==> src/rtl/spq_pkg.sv <==
// spq_pkg: shared sizes, operation and status codes, and the
// controller-to-datapath command struct for the sorted priority queue
// no dependencies
package spq_pkg;

	localparam int DEPTH = 8;                    // number of entry slots, 2 to 64
	localparam int CNT_W = $clog2(DEPTH + 1);    // entry count, 0 to DEPTH
	localparam int DATA_W = 32;
	localparam int OCC_W = 4;                    // occupancy field, count modulo 16

	typedef enum logic {
		FN_INSERT = 1'b0,
		FN_DELETE = 1'b1
	} func_t;

	typedef enum logic [1:0] {
		ST_DONE  = 2'd0,
		ST_FULL  = 2'd1,
		ST_EMPTY = 2'd2
	} status_t;

	// commands from the controller to the datapath
	typedef struct packed {
		logic load;  // capture the accepted request
		logic exec;  // apply the captured request and register its result
	} dp_cmd_t;

endpackage

==> src/rtl/spq_controller.sv <==
// spq_controller: one-hot sequencer that accepts a request, runs it
// through the datapath and holds the result valid; depends on spq_pkg
module spq_controller import spq_pkg::*; (
	input  logic    clk,
	input  logic    arst_n,
	input  logic    in_valid,
	output logic    in_ready,
	output logic    out_valid,
	input  logic    out_ready,
	output dp_cmd_t cmd
);

	typedef enum logic [1:0] {
		S_IDLE = 2'b01,
		S_EXEC = 2'b10
	} state_t;

	state_t state_q, state_n;
	logic   out_valid_q, out_valid_n;
	logic   slot_free;

	assign slot_free = !out_valid_q || out_ready;

	always_comb begin
		state_n     = state_q;
		out_valid_n = out_valid_q && !out_ready;
		in_ready    = 1'b0;
		cmd         = '0;
		unique case (state_q)
			S_IDLE: begin
				in_ready = 1'b1;
				if (in_valid) begin
					cmd.load = 1'b1;
					state_n  = S_EXEC;
				end
			end
			S_EXEC: begin
				// wait until the result register is free
				if (slot_free) begin
					cmd.exec    = 1'b1;
					out_valid_n = 1'b1;
					state_n     = S_IDLE;
				end
			end
			default: begin
				state_n = S_IDLE;
			end
		endcase
	end

	always_ff @(posedge clk or negedge arst_n) begin
		if (!arst_n) begin
			state_q     <= S_IDLE;
			out_valid_q <= 1'b0;
		end else begin
			state_q     <= state_n;
			out_valid_q <= out_valid_n;
		end
	end

	assign out_valid = out_valid_q;

endmodule

==> config.mk <==
export PLATFORM = sky130hd
export DESIGN_NAME = spq_controller
export DESIGN_NICKNAME = d
export VERILOG_FILES = /design/src/rtl/spq_pkg.sv /design/src/rtl/spq_controller.sv
export SDC_FILE = /design/constraint.sdc
export NUM_CORES = 1
export LEC_CHECK = 0
export BUFFER_PORTS_ARGS = -buffer_cell sky130_fd_sc_hd__buf_4
export CAP_MARGIN = 25
export CORE_AREA = 5 5 42 44
export CTS_CLUSTER_SIZE = 12
export DETAILED_ROUTE_END_ITERATION = 10
export DIE_AREA = 0 0 47 49
export GPL_TIMING_DRIVEN = 0
export PLACE_DENSITY = 0.3
export SYNTH_ARGS = -nofsm -noshare
export SYNTH_HDL_FRONTEND = slang
export SYNTH_SLANG_ARGS = --single-unit
==> constraint.sdc <==
create_clock -name clk -period 1.1 [get_ports clk]
set_clock_uncertainty 0.1 [all_clocks]
set_input_delay 0.275 -clock clk [delete_from_list [all_inputs] [get_ports clk]]
set_output_delay 0.275 -clock clk [all_outputs]
set_load 0.03 [all_outputs]
* Word level (Yosys, flattened, before mapping) *
Index checks and enable logic that the tools add are counted.

storage, ports and cells
  flip-flop bits (word level) = 3

operators by class
  eq/ne operators = 4
  reductions and logical operators = 5
  muxes and demuxes = 10

operator list
  kind                  number
  $mux W1               7
  $mux W2               2
  $ne A2 B2 Y1 const B  2
  $pmux W2 S2           1
  $eq A2 B1 Y1 const B  1
  $eq A2 B2 Y1 const B  1
  $logic_not A1 Y1      2
  $reduce_and A2 Y1     1
  $logic_and A1 B1 Y1   1
  $logic_or A1 B1 Y1    1

* Depth between registers and ports, before layout *
Gate-level depths: netlist (run 1).

  depth after elaboration = 4
  mapped depth = 2
  gate-level depth less buffers = 2

* Least setup slack after synthesis (run 1) *
No wires, ideal clock.

  kind = flip-flop to output port
  start = register out_valid_q, in the netlist out_valid
  end = output port cmd[0] (netlist name)
  data required time = 725 ps
  setup slack = -388 ps
  stages on the path, launching flop included = 3
  buffers on the path = 0
  arrival = 1,113 ps
  cell sequence = dfrtp_1 -> nand2b_1 -> nor2b_1

RTL lines
  item                    line                  text
  from (decl)             spq_controller.sv:19  logic out_valid_q, out_valid_n;
  from (signal assigned)  spq_controller.sv:57  out_valid_q <= out_valid_n;
  to (decl)               spq_controller.sv:10  output dp_cmd_t cmd

==> results of run 1 <==
worst register-to-register path, stage by stage (launching register included):
cell      delay [ps]
dfrtp_2          400
and3b_2          230
buf_4            130
buf_4            130
o21bai_1         140
final timing paths:
| kind | depth (start not counted) | endpoint |
|---|---|---|
| hold / removal | 3 | out_valid |
| max in group asynchronous | 2 | state_q[0] |
| setup / recovery | 2 | cmd[1] |
| min in group asynchronous | 2 | out_valid |
| setup reg to reg | 4 | state_q[1] |
| hold reg to reg | 2 | out_valid |
cell type report:
cell class | instances | area, um^2
fillers | 161 | 1080
multi-input cells | 8 | 92.6
flip-flops and latches | 3 | 78.8
well taps | 16 | 20.0
repair buffers | 11 | 100
clock buffers | 4 | 26.3
layer usage:
| layer | share of wire, % | GRT usage [%] |
|---|---|---|
| met1 | 43 | 4.42 |
| met4 | 0 | 4.15 |
| met3 | 10 | 3.32 |
| met5 | 0 | 0 |
| met2 | 46 | 5.66 |
kinds of logic (layout without fill, tap and decap cells):
logic type	count (synthesis)	in the layout
AOI/OAI and AO/OA	2	2
buffers and inverters	0	15
DFF	3	3
and+or+nand+nor	6	6
flip-flops by register name, summed over array words and instances, names as in the netlist:
register   count
out_valid      1
state_q        2
power by group through the flow:
stage	combinational, uW	clock [uW]	sequential [uW]
final	161	192	146
after global routing	170	220	149
after CTS	150	203	145
after detailed placement	120	0	142
after global placement	121	0	142
after floorplan	68.8	0	151
through the flow:
stage                     TNS [ps]  total power, uW  utilization, %  hold slack [ps]
final                        -1350              498            22.7              232
after global routing         -1640              539            22.7              226
after CTS                    -1240              498            21.6              221
after detailed placement      -447              262            16.3            -34.9
after global placement        -454              263            16.3            -32.2
after floorplan               -190              219               -             -121
what timing repair did:
| item | 4_1_cts | 5_1_grt |
|---|---|---|
| pin swaps | 1 | 1 |
| cloned | 0 | 0 |
| gates resized for setup | 6 | 2 |
| hold endpoints to repair | 3 | 0 |
| hold buffers | 1 | 0 |
| buffers inserted | 2 | 1 |
| endpoints found under the setup margin | 4 | 6 |
cells in the final DEF (no fill, tap or decap):
cell	Yosys	layout
and3b_2	0	1
clkbuf_4	0	3
o21bai_1	1	1
nor2b_4	0	2
buf_6	0	4
clkbuf_1	0	1
dfrtp_2	0	2
dfstp_2	1	1
buf_4	0	6
nand2b_4	0	2
o21ba_4	0	1
nand2_1	1	1
dlygate4sd3_1	0	1
==> flow_summary_export.csv, run 1 <==
group,metric,value,unit
clocking,cts.sink_count,3,
critical_path,worstSetupStartpoint,"state_q[0]",
pwr,power.combinational.fraction,32.2,%
drt,viasPerCell,3.12,
sta,grt_setup_unrepaired,"true",
final_layout,fin_cells,42,
place,detailedPlacementHpwl,250,um
clocking,clock-root-buffer,"clkbuf_4",
critical_path,worst_path_max_delay_cell,"dfstp_2",
grt,first_pass_grt_wire_length,655,um
clocking,cts_max_level,1,
sta,maxSlewHeadroom,92.2,%
pwr,power_per_cell_area,1570,nW/um^2
critical_path,worstPathMaxFanout,3,
synth,yosys.area.top_type_share,38.1,%
pwr,power.ir.vdd_worst,0.518,mV
grt,vias_in_the_first_global_route,161,
critical_path,worst_ep_arrival_time,1080,ps
grt,globalRoute.totalOverflow,0,
drt,ant_nets,0,
drt,average_wire_per_cell_in_the_routed_design,8.67,um
run_status,failed_checks,"negative setup slack",
clocking,clock_tree.buffer_depth,2,
synth,yosysTopAreaCell,"dfrtp_1",
grt,grt_max_degree,5,
synth,postSynthRegisterBits,3,
critical_path,r2r_setup_slack,-140,ps
synth,synthCells,11,
final_layout,drive_gt1_share,84.6,%
drt,routed-via-count,131,
pwr,p_clk_share,38.4,%
synth,synth-compound-area-share,13.3,%
synth,xor_xnor_fraction_of_synth_area,0,%
synth,yosys_most_used_dff,"dfrtp_1",
sta,tightest_slew,117,ps
synth,yosysWarnings,0,
synth,synth.net_count,15,
floorplan,die_w,47,um
floorplan,die-height,49,um
synth,syn_area,131,um^2
clocking,worstSkewPairLatency,230,ps
place,routabilityCongestion,0.615,
place,postPlaceCellArea,229,um^2
floorplan,design.portCount,8,
critical_path,sort_of_element_at_the_start_of_the_critical_path,"flop",
final_layout,final_cell_area,318,um^2
pwr,netSwitchingPower,140,uW
drt,wirelength,364,um
sta,hold_fails_final_rpt,0,
drt,detailedRoute.firstIterationViolations,1,
critical_path,critical_path_data_required_time,720,ps
clocking,clock_tree_from_tritoncts,"yes",
synth,syn_avg_cell_area,11.9,um^2
clocking,tritoncts.num_buffers,3,
critical_path,top_delay_family_on_crit_path,"flip-flops",
critical_path,critical_path.reg2reg.startpoint,"state_q[1]",
synth,synth_commonest_cells,"dfrtp_1, nand2b_1, nor2b_1",
synth,synth.top_cells.by_area,"dfrtp_1, dfstp_2, nand2b_1",
pwr,cell_int_power,358,uW
floorplan,die_area,2300,um^2
sta,final_max_slew_viol_count,0,
sta,setup_viol_count_final,6,
drt,drt_first_pass_iters,2,
critical_path,worstSetupEndpointType,"output pin",
synth,ys_seq_area_share,58.1,%
critical_path,timing.critical_path.slowest_cell_delay,530,ps
clocking,clk_pin_slew_worst_paths,40,ps
worst_hold_path,min_path_type,"in2reg",
synth,post_synth_fa_ha_maj_area_fraction,0,%
synth,main_combinational_cell_family_by_area_after_synthesis,"simple AND/OR/NAND/NOR gates",
grt,gr-usage-all-layers,4.45,%
final_layout,final_nets,31,
pwr,power_switching_share,28.1,%
place,dp_worst_setup_slack,-237,ps
critical_path,timing.setup.critical_path_class,"reg2out",
synth,yosys.cell_types.count,8,
final_layout,number_of_antenna_repair_diodes,0,
sta,finalWorstSetupSlack,-359,ps
drt,drc,0,
critical_path,timing.critical_path.cells,"and3b_2 > buf_6",
sta,post-route-period-util,133,%
synth,post_synth_mux_area_share,0,%
synth,synth-edff-count,0,
floorplan,starting_density_of_the_core,9.38,%
sta,max_clock_freq,685,MHz
synth,asyncSetResetFlopFracSynth,100,%
pwr,total_leakage_power,0.000163,uW
run,max-cap-violations,0,
run_status,outcome,"finished, violations left",
final_layout,layout-area-overhead-vs-synth,142,%
pwr,power.sequential.fraction,29.3,%
floorplan,core_area,1400,um^2
critical_path,cp.buffers_inverters,1,
worst_hold_path,hold_start,"out_ready",
grt,antenna_found_initial,0,
place,post-place-cells,34,
synth,synthSimpleGateAreaFrac,28.6,%
floorplan,placement_rows,14,
place,io_buffer_count,7,
sta,period_needed,1460,ps
(Power assumes the default switching activity.)
==> inputs of run 2 (changes only) <==
- SETUP_SLACK_MARGIN: default -> 0.02
==> run 2 against run 1 <==
Effect of this change:
- the flow still finishes with violations (negative setup slack)
- register-to-register slack about the same
- die area unchanged
- sequential share of layout area down 0.29 points
- flip-flop and latch count unchanged
- via count up 0.76%
- worst hold slack worse by 0.65 ps
- global-route usage unchanged
- non-clock buffer count unchanged
- final cell count unchanged
- fmax about the same
- highest routed layer unchanged
==> flow_summary_export.csv, run 2 (synthesis results as in run 1) <==
group,metric,value,unit
critical_path,worst_path_max_delay_cell,"dfstp_2",
final_layout,flip_flop_count_of_the_largest_register_all_copies_and_words_added,2,
critical_path,worstPathMaxFanout,3,
place,detailedPlacementHpwl,250,um
clocking,clock-root-buffer,"clkbuf_4",
floorplan,design.portCount,8,
clocking,worstSkewPairLatency,230,ps
critical_path,r2r_cells,4,
grt,vias_in_the_first_global_route,161,
floorplan,die_area,2300,um^2
sta,finalWorstSetupSlack,-359,ps
pwr,cell_int_power,360,uW
critical_path,worst_ep_arrival_time,1080,ps
grt,globalRoute.totalOverflow,0,
drt,average_wire_per_cell_in_the_routed_design,8.64,um
sta,max_clock_freq,685,MHz
worst_hold_path,worst_hold_path.num_cells,3,
floorplan,die-height,49,um
drt,viasPerCell,3.14,
clocking,clk_pin_slew_worst_paths,40,ps
grt,grt_max_degree,5,
critical_path,critical_path_data_required_time,720,ps
sta,maxSlewHeadroom,92.2,%
drt,ant_nets,0,
sta,grt_setup_unrepaired,"true",
final_layout,final_cell_mix,"buf_4, buf_6, clkbuf_4",
sta,hold_fails_final_rpt,0,
critical_path,sort_of_element_at_the_start_of_the_critical_path,"flop",
sta,setup_viol_count_final,6,
sta,post-route-period-util,133,%
sta,period_needed,1460,ps
place,post-place-cells,34,
drt,drt_first_pass_iters,2,
drt,detailedRoute.firstIterationViolations,1,
critical_path,worstSetupEndpointType,"output pin",
final_layout,drive_gt1_share,84.6,%
drt,routed-via-count,132,
critical_path,timing.rr.end,"state_q[1]",
run,max-cap-violations,0,
final_layout,fin_cells,42,
pwr,power.sequential.fraction,29.2,%
clocking,cts.sink_count,3,
critical_path,cp.buffers_inverters,1,
critical_path,top_delay_family_on_crit_path,"flip-flops",
critical_path,timing.setup.critical_path_class,"reg2out",
final_layout,final_cell_area,322,um^2
clocking,cts_max_level,1,
sta,tightest_slew,117,ps
pwr,report.power.total,500,uW
pwr,power_switching_share,28.1,%
pwr,p_clk_share,38.3,%
pwr,netSwitchingPower,141,uW
grt,antenna_found_initial,0,
final_layout,finalCoreUtilization,22.9,%
pwr,power.ir.vdd_worst,0.526,mV
critical_path,r2r_setup_slack,-140,ps
sta,final_max_slew_viol_count,0,
place,routabilityCongestion,0.615,
worst_hold_path,hold_start,"out_ready",
run_status,outcome,"finished, violations left",
drt,drc,0,
run_status,failed_checks,"negative setup slack",
clocking,clock_tree_from_tritoncts,"yes",
clocking,clock_tree.buffer_depth,2,
place,dp_worst_setup_slack,-237,ps
worst_hold_path,min_path_type,"in2reg",
grt,gr-usage-all-layers,4.45,%
floorplan,die_w,47,um
place,io_buffer_count,7,
grt,first_pass_grt_wire_length,655,um
clocking,tritoncts.num_buffers,3,
final_layout,layout-area-overhead-vs-synth,145,%
floorplan,placement_rows,14,
worst_hold_path,min_delay_worst_endpoint,"out_valid",
final_layout,registers.top_by_ff_count,"state_q",
drt,wirelength,363,um
floorplan,starting_density_of_the_core,9.38,%
pwr,total_leakage_power,0.000164,uW
pwr,power.combinational.fraction,32.5,%
critical_path,critical_path.reg2reg.startpoint,"state_q[1]",
critical_path,timing.critical_path.slowest_cell_delay,530,ps
pwr,power_per_cell_area,1560,nW/um^2
floorplan,core_area,1400,um^2
final_layout,final_nets,31,
place,postPlaceCellArea,229,um^2
final_layout,number_of_antenna_repair_diodes,0,
critical_path,timing.critical_path.cells,"and3b_2 > buf_6",
run 2: repair_timing:
action,4_1_cts,5_1_grt
pin swaps,1,1
hold buffers,1,0
endpoints found under the hold margin,3,0
setup endpoints to repair,4,7
cloned,0,0
buffers inserted,2,1
resized for setup,6,3
run 2: area by class of cell:
cell class | instances | area, um^2
clock buffers | 4 | 26.3
fillers | 161 | 1080
multi-input cells | 8 | 92.6
flip-flops and latches | 3 | 78.8
well taps | 16 | 20.0
repair buffers | 11 | 104
run 2: worst reg2reg max path: stages, from the launching register on:
cell,delay [ps]
dfrtp_2,400
and3b_2,230
buf_4,130
buf_4,130
o21bai_1,140
run 2: worst max-delay path by stage:
stage | from | endpoint | slack (ps) | cells after the start
6_report | state_q[0] | cmd[1] | -360 | 2
5_1_grt | state_q[0] | cmd[1] | -410 | 2
4_1_cts | state_q[0] | cmd[1] | -370 | 2
3_5_place_dp | state_q[0] | cmd[0] | -240 | 3
3_3_place_gp | state_q[0] | cmd[0] | -240 | 3
2_1_floorplan | out_valid | cmd[0] | -80 | 2
run 2: power groups by stage:
stage / logic (uW) / clock network [uW] / registers, uW
global route: 172 / 220 / 149
detailed placement: 120 / 0 / 142
finish: 162 / 192 / 146
CTS: 150 / 203 / 145
floorplan: 68.8 / 0 / 151
global placement: 121 / 0 / 142
run 2: metal layers:
metal	part of all wire, %	wire length (um)	GRT usage [%]
met5	0	0	0
met4	0	0	4.15
met3	10	37	3.32
met2	46	166	5.66
met1	44	159	4.42
run 2: metrics by stage:
step           TNS [ps]  hold slack (ps)
4_1_cts           -1240              221
6_report          -1360              231
3_5_place_dp       -447            -34.9
2_1_floorplan      -190             -121
5_1_grt           -1650              226
3_3_place_gp       -454            -32.2
==> inputs of run 3 (changes only) <==
- clock period: 1.1 -> 1.25 ns (I/O delays scaled with it)
==> run 3 against run 2 <==
Effect of this change:
- the run still ends with negative setup slack left
- final cell count unchanged
- sequential power fell by 15%
- critical path type unchanged
- worst hold slack better by 84 ps
- flip-flop and latch count is the same
- clock-buffer cell count stayed put
- non-clock buffer count did not move
- utilization shrank 1.6 points
- combinational power down 20%
- total power down 16%
==> flow_summary_export.csv, run 3 (synthesis results as in run 1) <==
group,metric,value,unit
run_status,outcome,"finished, violations left",
run_status,failed_checks,"negative setup slack",
drt,drc,0,
pwr,netSwitchingPower,116,uW
drt,routed-wl-met2,162,um
critical_path,worstSetupEndpointType,"output pin",
pwr,report.power.total,419,uW
clocking,cts_max_level,1,
drt,average_wire_per_cell_in_the_routed_design,8.12,um
drt,detailedRoute.firstIterationViolations,3,
pwr,power.ir.vdd_worst,0.340,mV
pwr,power.combinational.fraction,30.7,%
drt,wl_met3,44,um
floorplan,die_w,47,um
clocking,tritoncts.num_buffers,3,
sta,fin_setup_tns,-640,ps
floorplan,placement_rows,14,
sta,finalWorstSetupSlack,-239,ps
drt,detail_route.wirelength.met1,134,um
drt,ant_nets,0,
sta,setup_viol_count_final,3,
final_layout,number_of_antenna_repair_diodes,0,
floorplan,starting_density_of_the_core,9.38,%
critical_path,timing.rr.end,"state_q[0]",
sta,hold_fails_final_rpt,0,
critical_path,r2r_setup_slack,80,ps
grt,first_pass_grt_wire_length,552,um
pwr,p_clk_share,39.6,%
critical_path,critical_path.reg2reg.startpoint,"state_q[1]",
critical_path,worstSetupStartpoint,"state_q[0]",
floorplan,die-height,49,um
final_layout,registers.top_by_ff_count,"state_q",
clocking,cts.sink_count,3,
critical_path,r2r_cells,3,
clocking,worstSkewPairLatency,230,ps
sta,tightest_slew,188,ps
final_layout,multiInputGateArea,78.8,um^2
critical_path,critical_path_data_required_time,840,ps
grt,globalRoute.totalOverflow,0,
clocking,clock_tree.buffer_depth,2,
place,io_buffer_count,7,
final_layout,final_nets,31,
place,routabilityCongestion,0.594,
clocking,clk_pin_slew_worst_paths,40,ps
run,max-cap-violations,0,
floorplan,die_area,2300,um^2
drt,wirelength,341,um
place,detailedPlacementHpwl,253,um
final_layout,final_cell_mix,"buf_4, clkbuf_4, buf_6, nor2b_4",
sta,holdWs,315,ps
critical_path,timing.setup.critical_path_class,"reg2out",
sta,maxSlewHeadroom,87.4,%
drt,dr.max_layer_used,"met3",
sta,period_needed,1490,ps
pwr,power_switching_share,27.7,%
grt,antenna_found_initial,0,
drt,viasPerCell,3.00,
grt,gr-usage-all-layers,3.81,%
drt,drt_first_pass_iters,2,
sta,post-route-period-util,119,%
critical_path,worstPathMaxFanout,3,
pwr,power_per_cell_area,1400,nW/um^2
final_layout,fin_cells,42,
grt,grt_max_degree,5,
final_layout,final_cell_area,299,um^2
worst_hold_path,min_path_type,"in2async",
pwr,cell_int_power,303,uW
final_layout,mostFrequentLayoutCell,"buf_4",
pwr,total_leakage_power,0.000156,uW
floorplan,core_area,1400,um^2
final_layout,drive_gt1_share,73.1,%
place,post-place-cells,34,
clocking,clock-root-buffer,"clkbuf_4",
sta,max_clock_freq,671,MHz
floorplan,design.portCount,8,
final_layout,nFillCells,162,
sta,grt_setup_unrepaired,"true",
final_layout,area.sequential,77.6,um^2
sta,final_max_slew_viol_count,0,
place,postPlaceCellArea,221,um^2
critical_path,sort_of_element_at_the_start_of_the_critical_path,"flop",
pwr,power.sequential.fraction,29.6,%
grt,vias_in_the_first_global_route,144,
final_layout,layout-area-overhead-vs-synth,128,%
clocking,clock_tree_from_tritoncts,"yes",
final_layout,flip_flop_count_of_the_largest_register_all_copies_and_words_added,2,
critical_path,worst_ep_arrival_time,1080,ps
drt,routed-via-count,126,
critical_path,critical_path.endpoint,"cmd[1]",
## run 3: area by class of cell
class	count	area share, %
repair buffers	11	32.2
flip-flops and latches	3	25.9
well taps	16	6.69
multi-input cells	8	26.4
clock buffers	4	8.79
## run 3: critical path, cell delays in order, from the launching register on
cell	delay (ps)
dfstp_2	530
and3b_2	190
buf_6	130
## run 3: through the flow
step                worst slack, ps  utilization, %
finish                         -239            21.3
global route                   -291            21.3
CTS                            -256            20.8
detailed placement             -116            15.8
global placement               -125            15.8
floorplan                     -11.5               -
## run 3: power groups by stage
stage | registers (uW) | logic [uW] | clock network [uW]
floorplan | 130 | 58.2 | 0
global placement | 123 | 103 | 0
detailed placement | 123 | 103 | 0
CTS | 125 | 127 | 176
global route | 127 | 134 | 188
finish | 124 | 129 | 166
## run 3: per-layer routing
metal  vias up  global-route usage [%]
met5         -                       0
met4         0                    4.15
met3         0                    3.32
met2         5                    4.52
met1        56                    3.54
li1         65                       -
## run 3: worst min path at each step
stage                     startpoint         end  slack [ps]  cells past startpoint
after floorplan               arst_n   out_valid         -80                      0
after global placement        arst_n  state_q[1]           6                      1
after detailed placement      arst_n  state_q[1]           4                      1
after CTS                     arst_n  state_q[1]         310                      2
after global routing          arst_n  state_q[1]         320                      2
final                         arst_n  state_q[1]         320                      2
## run 3: repair_timing
action	CTS	global route
buffers inserted	2	1
gates cloned	0	0
setup endpoints to repair	3	3
hold buffers	1	0
pin swaps	1	0
endpoints found under the hold margin	3	0
resized for setup	5	0
